<file path="config.mk">
export PLATFORM = sky130hd
export DESIGN_NAME = ring_slider_zoom_gesture
export DESIGN_NICKNAME = d
export VERILOG_FILES = /design/src/hdl/rszg_pkg.sv /design/src/hdl/rszg_level_map.sv /design/src/hdl/rszg_gesture.sv /design/src/hdl/ring_slider_zoom_gesture.sv
export SDC_FILE = /design/constraint.sdc
export NUM_CORES = 1
export LEC_CHECK = 0
export BUFFER_PORTS_ARGS = -buffer_cell sky130_fd_sc_hd__buf_2
export CAP_MARGIN = 20
export CORE_MARGIN = 4
export CORE_UTILIZATION = 39
export CTS_BUF_LIST = sky130_fd_sc_hd__clkbuf_16
export DETAILED_ROUTE_END_ITERATION = 12
export GPL_TIMING_DRIVEN = 1
export PLACE_DENSITY = 0.61
export SYNTH_ARGS = -nofsm -noshare
export SYNTH_HDL_FRONTEND = slang
export SYNTH_SLANG_ARGS = --single-unit
export TNS_END_PERCENT = 1
</file>
<file path="constraint.sdc">
create_clock -name clk_i -period 8.7 [get_ports clk_i]
set_input_delay 2.61 -clock clk_i [delete_from_list [all_inputs] [get_ports clk_i]]
set_output_delay 2.61 -clock clk_i [all_outputs]
set_load 0.02 [all_outputs]
</file>
<file path="src/hdl/rszg_pkg.sv">
// Package for the ring slider zoom gesture block.
// Holds button codes, slider ranges, level mapping constants and shared structs.
// No dependencies.
package rszg_pkg;

  // button codes: none and the four one-hot buttons
  localparam logic [3:0] BTN_NONE = 4'd0;
  localparam logic [3:0] BTN_1    = 4'd1;
  localparam logic [3:0] BTN_2    = 4'd2;
  localparam logic [3:0] BTN_4    = 4'd4;
  localparam logic [3:0] BTN_8    = 4'd8;

  // configuration register indexes
  localparam logic CFG_MOVE_THR = 1'b0;
  localparam logic CFG_IDLE_THR = 1'b1;

  // register reset values
  localparam logic [7:0] MOVE_THR_RST = 8'd5;
  localparam logic [7:0] IDLE_THR_RST = 8'd3;
  localparam logic [9:0] LAST_POS_RST = 10'd20;
  localparam logic [7:0] LAST_LVL_RST = 8'd1;

  // slider half bounds
  localparam logic [9:0] LO_POS_LIMIT = 10'd130;  // lower half below this
  localparam logic [9:0] UP_POS_FLOOR = 10'd150;  // upper half above this
  localparam logic [9:0] UP_POS_LIMIT = 10'd280;  // upper half below this

  // division by 130 done as multiply by 32264 and shift right by 22;
  // exact for numerators below 2^18
  localparam int unsigned RECIP_SHIFT = 22;
  // lower: (13000 - 99*pos) / 130
  localparam logic [21:0] LO_MUL  = 22'd3194136;
  localparam logic [29:0] LO_BASE = 30'd419432000;
  // upper: (100*pos - 700) / 130
  localparam logic [21:0] UP_MUL  = 22'd3226400;
  localparam logic [29:0] UP_OFS  = 30'd22584800;

  // level mapping result
  typedef struct packed {
    logic       have;
    logic [7:0] level;
  } rszg_map_t;

  // per-beat gesture result
  typedef struct packed {
    logic       emit;
    logic [7:0] level;
    logic [3:0] button;
    logic       zoom_out;
  } rszg_res_t;

endpackage

</file>
<file path="src/hdl/rszg_level_map.sv">
// Maps a slider position and button to a zoom level for either slider half.
// Depends on rszg_pkg.
module rszg_level_map (
  input  logic [9:0]          pos_i,
  input  logic [3:0]          btn_i,
  output rszg_pkg::rszg_map_t map_o
);
  import rszg_pkg::*;

  logic        lo_ok;
  logic        up_ok;
  logic [29:0] lo_prod;
  logic [29:0] lo_num;
  logic [29:0] up_prod;
  logic [29:0] up_num;
  logic [7:0]  lo_lvl;
  logic [7:0]  up_lvl;

  // range checks per half
  assign lo_ok = (pos_i < LO_POS_LIMIT) && (btn_i < BTN_4);
  assign up_ok = (pos_i > UP_POS_FLOOR) && (pos_i < UP_POS_LIMIT) && (btn_i >= BTN_4);

  // lower half, levels 100 down to 1
  assign lo_prod = 30'(LO_MUL * pos_i[7:0]);
  assign lo_num  = LO_BASE - lo_prod;
  assign lo_lvl  = lo_num[RECIP_SHIFT +: 8];

  // upper half, levels 110 to 209
  assign up_prod = 30'(UP_MUL * pos_i[8:0]);
  assign up_num  = up_prod - UP_OFS;
  assign up_lvl  = up_num[RECIP_SHIFT +: 8];

  // pick the half
  always_comb begin
    map_o.have  = (btn_i != BTN_NONE) && (lo_ok || up_ok);
    map_o.level = lo_ok ? lo_lvl : up_lvl;
  end

endmodule

</file>
<file path="src/hdl/rszg_gesture.sv">
// Gesture state: last position, last button, zoom direction flags, last level.
// Updates once per processed beat. Depends on rszg_pkg and rszg_level_map.
module rszg_gesture (
  input  logic                clk_i,
  input  logic                rst_ni,
  input  logic                step_i,
  input  logic [9:0]          pos_i,
  input  logic [3:0]          btn_i,
  input  logic [7:0]          move_thr_i,
  input  logic [7:0]          idle_thr_i,
  output rszg_pkg::rszg_res_t res_o
);
  import rszg_pkg::*;

  logic [9:0] last_pos_q, last_pos_d;
  logic [3:0] last_btn_q, last_btn_d;
  logic       zin_q, zin_d;
  logic       zout_q, zout_d;
  logic [7:0] last_lvl_q, last_lvl_d;

  rszg_map_t  map;
  logic [10:0] pos_hi;
  logic [10:0] pos_lo;
  logic        moved;
  logic        armed;
  logic        accept;

  rszg_level_map u_map (
    .pos_i (pos_i),
    .btn_i (btn_i),
    .map_o (map)
  );

  // movement against the last position
  assign pos_hi = {1'b0, last_pos_q} + {3'b000, move_thr_i};
  assign pos_lo = {1'b0, pos_i} + {3'b000, move_thr_i};
  assign moved  = ({1'b0, pos_i} > pos_hi) || (pos_lo < {1'b0, last_pos_q});
  assign armed  = zin_q || zout_q;
  assign accept = zin_q ? (map.level > last_lvl_q) : (map.level < last_lvl_q);

  // result of this beat
  always_comb begin
    res_o.emit     = moved && armed && map.have && accept;
    res_o.level    = map.level;
    res_o.button   = btn_i;
    res_o.zoom_out = !zin_q;
  end

  // next state
  always_comb begin
    last_pos_d = last_pos_q;
    last_lvl_d = last_lvl_q;
    last_btn_d = last_btn_q;
    zin_d      = zin_q;
    zout_d     = zout_q;
    if (moved && armed) begin
      last_pos_d = pos_i;
      if (map.have) begin
        last_lvl_d = map.level;
      end
    end
    if ((pos_i < {2'b00, idle_thr_i}) && (btn_i == BTN_NONE)) begin
      zin_d      = 1'b0;
      zout_d     = 1'b0;
      last_btn_d = BTN_NONE;
    end else begin
      case (btn_i)
        BTN_8: begin
          if (last_btn_q == BTN_4) begin
            zin_d = 1'b1; zout_d = 1'b0;
          end else if (last_btn_q == BTN_2) begin
            zin_d = 1'b0; zout_d = 1'b1;
          end
          last_btn_d = BTN_8;
        end
        BTN_4: begin
          if (last_btn_q == BTN_1) begin
            zin_d = 1'b1; zout_d = 1'b0;
          end else if (last_btn_q == BTN_8) begin
            zin_d = 1'b0; zout_d = 1'b1;
          end
          last_btn_d = BTN_4;
        end
        BTN_2: begin
          if (last_btn_q == BTN_4) begin
            zin_d = 1'b1; zout_d = 1'b0;
          end else if (last_btn_q == BTN_1) begin
            zin_d = 1'b0; zout_d = 1'b1;
          end
          last_btn_d = BTN_2;
        end
        BTN_1: begin
          if (last_btn_q == BTN_2) begin
            zin_d = 1'b1; zout_d = 1'b0;
          end else if (last_btn_q == BTN_4) begin
            zin_d = 1'b0; zout_d = 1'b1;
          end
          last_btn_d = BTN_1;
        end
        default: begin
          // not one-hot: state kept
        end
      endcase
    end
  end

  // state registers
  always_ff @(posedge clk_i or negedge rst_ni) begin
    if (!rst_ni) begin
      last_pos_q <= LAST_POS_RST;
      last_btn_q <= BTN_NONE;
      zin_q      <= 1'b0;
      zout_q     <= 1'b0;
      last_lvl_q <= LAST_LVL_RST;
    end else if (step_i) begin
      last_pos_q <= last_pos_d;
      last_btn_q <= last_btn_d;
      zin_q      <= zin_d;
      zout_q     <= zout_d;
      last_lvl_q <= last_lvl_d;
    end
  end

endmodule

</file>
<file path="src/hdl/ring_slider_zoom_gesture.sv">
// Ring slider zoom gesture detector, top level.
// A sample's level reaches the outputs through the input register and then the result register.
// Throughput: one sample per cycle; the input register and the result register
// form a two-stage pipeline, and a held result stalls the input only when both are full.
// Reset (rst_ni, asynchronous, active low) restores thresholds 5 and 3 and the gesture state.
// Depends on rszg_pkg and rszg_gesture.
module ring_slider_zoom_gesture (
  input  logic       clk_i,
  input  logic       rst_ni,
  // configuration
  input  logic       cfg_we_i,
  input  logic       cfg_index_i,
  input  logic [7:0] cfg_data_i,
  // sample channel
  input  logic       in_valid_i,
  output logic       in_stall_o,
  input  logic [9:0] slider_position_i,
  input  logic [3:0] button_status_i,
  // result channel
  output logic       out_valid_o,
  input  logic       out_stall_i,
  output logic [7:0] zoom_level_o,
  output logic [3:0] touched_button_o,
  output logic       zoom_out_o
);
  import rszg_pkg::*;

  logic [7:0] move_thr_q;
  logic [7:0] idle_thr_q;

  logic       s1_valid_q;
  logic [9:0] s1_pos_q;
  logic [3:0] s1_btn_q;
  logic       s1_fire;
  logic       in_acc;

  logic       out_valid_q;
  logic [7:0] out_level_q;
  logic [3:0] out_btn_q;
  logic       out_dir_q;

  rszg_res_t  res;

  // configuration registers
  always_ff @(posedge clk_i or negedge rst_ni) begin
    if (!rst_ni) begin
      move_thr_q <= MOVE_THR_RST;
      idle_thr_q <= IDLE_THR_RST;
    end else if (cfg_we_i) begin
      case (cfg_index_i)
        CFG_MOVE_THR: move_thr_q <= cfg_data_i;
        CFG_IDLE_THR: idle_thr_q <= cfg_data_i;
        default: ;
      endcase
    end
  end

  // pipeline handshake
  assign s1_fire    = s1_valid_q && !(out_valid_q && out_stall_i);
  assign in_stall_o = s1_valid_q && !s1_fire;
  assign in_acc     = in_valid_i && !in_stall_o;

  // input register
  always_ff @(posedge clk_i or negedge rst_ni) begin
    if (!rst_ni) begin
      s1_valid_q <= 1'b0;
    end else if (in_acc) begin
      s1_valid_q <= 1'b1;
    end else if (s1_fire) begin
      s1_valid_q <= 1'b0;
    end
  end

  always_ff @(posedge clk_i) begin
    if (in_acc) begin
      s1_pos_q <= slider_position_i;
      s1_btn_q <= button_status_i;
    end
  end

  rszg_gesture u_gesture (
    .clk_i      (clk_i),
    .rst_ni     (rst_ni),
    .step_i     (s1_fire),
    .pos_i      (s1_pos_q),
    .btn_i      (s1_btn_q),
    .move_thr_i (move_thr_q),
    .idle_thr_i (idle_thr_q),
    .res_o      (res)
  );

  // result register
  always_ff @(posedge clk_i or negedge rst_ni) begin
    if (!rst_ni) begin
      out_valid_q <= 1'b0;
    end else if (s1_fire) begin
      out_valid_q <= res.emit;
    end else if (!out_stall_i) begin
      out_valid_q <= 1'b0;
    end
  end

  always_ff @(posedge clk_i) begin
    if (s1_fire && res.emit) begin
      out_level_q <= res.level;
      out_btn_q   <= res.button;
      out_dir_q   <= res.zoom_out;
    end
  end

  assign out_valid_o      = out_valid_q;
  assign zoom_level_o     = out_level_q;
  assign touched_button_o = out_btn_q;
  assign zoom_out_o       = out_dir_q;

  // checks
  a_stall_needs_full: assert property (@(posedge clk_i) disable iff (!rst_ni)
    in_stall_o |-> (s1_valid_q && out_valid_q && out_stall_i))
    else $error("input stalled without a full pipeline");

  a_level_range: assert property (@(posedge clk_i) disable iff (!rst_ni)
    out_valid_q |-> ((out_level_q >= 8'd1 && out_level_q <= 8'd100) ||
                     (out_level_q >= 8'd110 && out_level_q <= 8'd209)))
    else $error("emitted zoom level outside both slider ranges");

  a_button_touched: assert property (@(posedge clk_i) disable iff (!rst_ni)
    out_valid_q |-> (out_btn_q != BTN_NONE))
    else $error("emitted level without a touched button");

  a_held_result: assert property (@(posedge clk_i) disable iff (!rst_ni)
    (out_valid_q && out_stall_i) |=> (out_valid_q && $stable(out_level_q)))
    else $error("stalled result lost or changed by a new sample");

endmodule

</file>
==> results.cfg <==
[status]
status = finished, final reports clean

[min_path]
holdPathStages = 2
hp-start = u_gesture.last_pos_q[2]$_DFFE_PN1P_
min_to = u_gesture.last_pos_q[2]$_DFFE_PN1P_
min_path_type = flop to flop

[critical_path]
crit_family = adder cells
max_stage_delay_ps = 590
r2r_slack_ps = 960
crit_path_start_kind = flop
arrival_ps = 7780
crit_chain = inv_1 > ha_1 > fa_1 > fa_1 > inv_1 > fa_1 > inv_1 > ha_1 > a21o_2 > nor3_1 > a2111oi_4 > o31ai_2 > o311ai_4 > a2111oi_2 > xnor2_1 > nor2_1 > a21o_1 > ha_1 > nand4_1 > nor2_1 > a211oi_1 > a21oi_1 > nor2_1 > buf_4
required_ps = 8750
cpMaxStageDelayCell = edfxtp_1
path_max_fanout = 13
reg2reg_from = s1_pos_q[5]$_DFFE_PP_
r2r_end = zoom_level_o[5]$_DFFE_PP_
criticalPathCategory = flop to flop
startpoint = s1_pos_q[5]$_DFFE_PP_
setup.worst_path.end_class = flop
ff2ff_path_depth = 24
critical_path_buf_inv_count = 4

[place]
dp_hpwl_mm = 20.4
io_buffers = 42
dp.cells = 1465
placed_area_sq_um = 10800
routabilityCongestion = 0.891

[global_routing]
grt_pass1_vias = 8047
grt_antenna_before_repair = 0
grt_max_degree = 43
grt_pass1_wl_mm = 40.9
grt.total_usage_pct = 17.3
grt_overflow_total = 0

[drt]
vias = 7951
post_drt_wl_per_cell_microns = 16.5
route.detailed.drc = 0
drt_iter0_markers = 459
ant_nets = 0
dr.pass1.iters = 5
routed_wirelength_mm = 24.4
via_per_inst = 5.36

[floorplan]
die_y_microns = 169
die_area_sq_um = 28700
core_sq_um = 25400
ios = 43
rows = 58
die_w_microns = 169
start_util_pct = 40.0

[logic_synthesis]
synth-edff-count = 27
syn_inst = 1104
yosysSeqAreaShare_pct = 18.4
synthArstFlopShare_pct = 60.9
synth_fp_nets = 1377
synth.distinct_cells = 87
syn_area_sq_um = 10200
ys.flop_type = dfrtp_1
ys_warn_count = 0
syn_area_per_cell_sq_um = 9.20
ys_ff_latch = 69

[sta]
worst_clock_skew_ps = 6.67
fmax_ghz = 0.129
hold_viol_final = 0
max_slew_margin_pct = 45.5
timing.final.crit_period_ps = 7740
period_share_pct = 88.9
tightest_slew_ps = 816
finalSetupViolCount = 0
finalSetupTns_ps = 0
maxSlewViolCount = 0
timing.hold.ws_ps = 498
rsz0062_at_grt = no

[layout]
syn_to_final_growth_pct = 9.30
finalNetCount = 1421
final_common_cell = inv_1
insertedDiodeCount = 0
drive_gt1_share_pct = 12.7
instances_no_fill = 1483
postLayoutCellArea_sq_um = 11100
nFillCells = 2472
layout_common_cells = 193 x inv_1, 183 x ha_1, 62 x fa_1, 58 x a21oi_1, 53 x nand2_1

[cts]
cts_buffer_depth = 2
clockRootBuffer = clkbuf_16
clock_latency_ps = 340
cts_tree = done
cts_setup_buffers = 0
clock_sinks = 69
postCtsHoldBufs = 0
clk_pin_slew_ps = 60
numCtsBuffers = 9
cts_resized = 0
htree_levels = 3

[job]
maxCapViolations = 0
-- metrics by stage --
step,setup slack [ps],util [%]
2_1_floorplan,1560,-
4_1_cts,697,43.6
3_5_place_dp,779,42.4
6_report,965,43.7
5_1_grt,407,43.7
3_3_place_gp,812,42.4
-- Yosys cell counts (all sizes together) (17+ instances only) --
cell	instances	area share, %
nor2	43	1.6
xnor2	35	3.1
nand2b	17	1.0
mux2	26	2.9
ha	183	23
nand3	18	0.89
dfrtp	35	8.6
o21ai	59	3.0
nand2	54	2.0
a211oi	18	1.4
xor2	20	1.9
nor3	21	1.0
a21o	31	2.3
a21oi	62	3.2
inv	193	7.1
edfxtp	27	8.0
fa	62	12
-- cell type report --
type	count	area, sq um	share of cell area (%)
clock buffers	9	225	2.03
flip-flops and latches	69	1870	16.9
well taps	330	413	3.72
repair buffers	59	358	3.22
multi-input cells	816	7430	67.0
clock inverters	7	73.8	0.665
inverters	193	724	6.53
-- state kept, by name, summed over array words and instances (netlist names) --
name	count
zoom_level_o	8
u_gesture.zout_q	1
out_valid_o	1
u_gesture.last_btn_q	4
u_gesture.last_lvl_q	8
touched_button_o	4
idle_thr_q	8
s1_btn_q	4
s1_pos_q	10
s1_valid_q	1
u_gesture.zin_q	1
zoom_out_o	1
u_gesture.last_pos_q	10
move_thr_q	8
-- cells by family (layout without fill, tap and decap cells) --
group	Yosys count	count (layout)	share of synthesized area (%)
fa+ha+maj	245	245	34.8
xor+xnor	55	55	4.97
flops	69	69	18.4
mux	29	29	3.18
buf+inv	219	268	8.37
compound gates	266	266	18.8
simple gates	221	221	11.5
-- worst register-to-register path: stages, from the launching register on --
cell,delay (ps)
edfxtp_1,590
inv_1,210
ha_1,450
fa_1,560
fa_1,590
inv_1,70
fa_1,530
inv_1,40
ha_1,460
a21o_2,300
nor3_1,380
a2111oi_4,170
o31ai_2,460
o311ai_4,180
a2111oi_2,430
xnor2_1,200
nor2_1,70
a21o_1,180
ha_1,290
nand4_1,110
nor2_1,50
a211oi_1,280
a21oi_1,140
nor2_1,430
buf_4,270
-- worst max-delay path by stage --
stage | endpoint | cells after the start | slack [ps]
floorplan | touched_button_o[0]$_DFFE_PP_ | 24 | 1560
global placement | touched_button_o[0]$_DFFE_PP_ | 26 | 810
detailed placement | touched_button_o[0]$_DFFE_PP_ | 23 | 780
CTS | touched_button_o[1]$_DFFE_PP_ | 23 | 700
global route | zoom_level_o[5]$_DFFE_PP_ | 28 | 410
finish | zoom_level_o[5]$_DFFE_PP_ | 24 | 960
-- routing by layer --
metal | share of wire [%] | track usage, % | wire length [microns]
met1 | 49 | 24.4 | 11900
met2 | 47 | 29.0 | 11400
met3 | 3.1 | 1.84 | 745
met4 | 1.7 | 3.78 | 422
met5 | 0 | 0 | 0
Power is not shown: default switching activity piles up to over one toggle a cycle in this logic, so the estimate is an artifact.
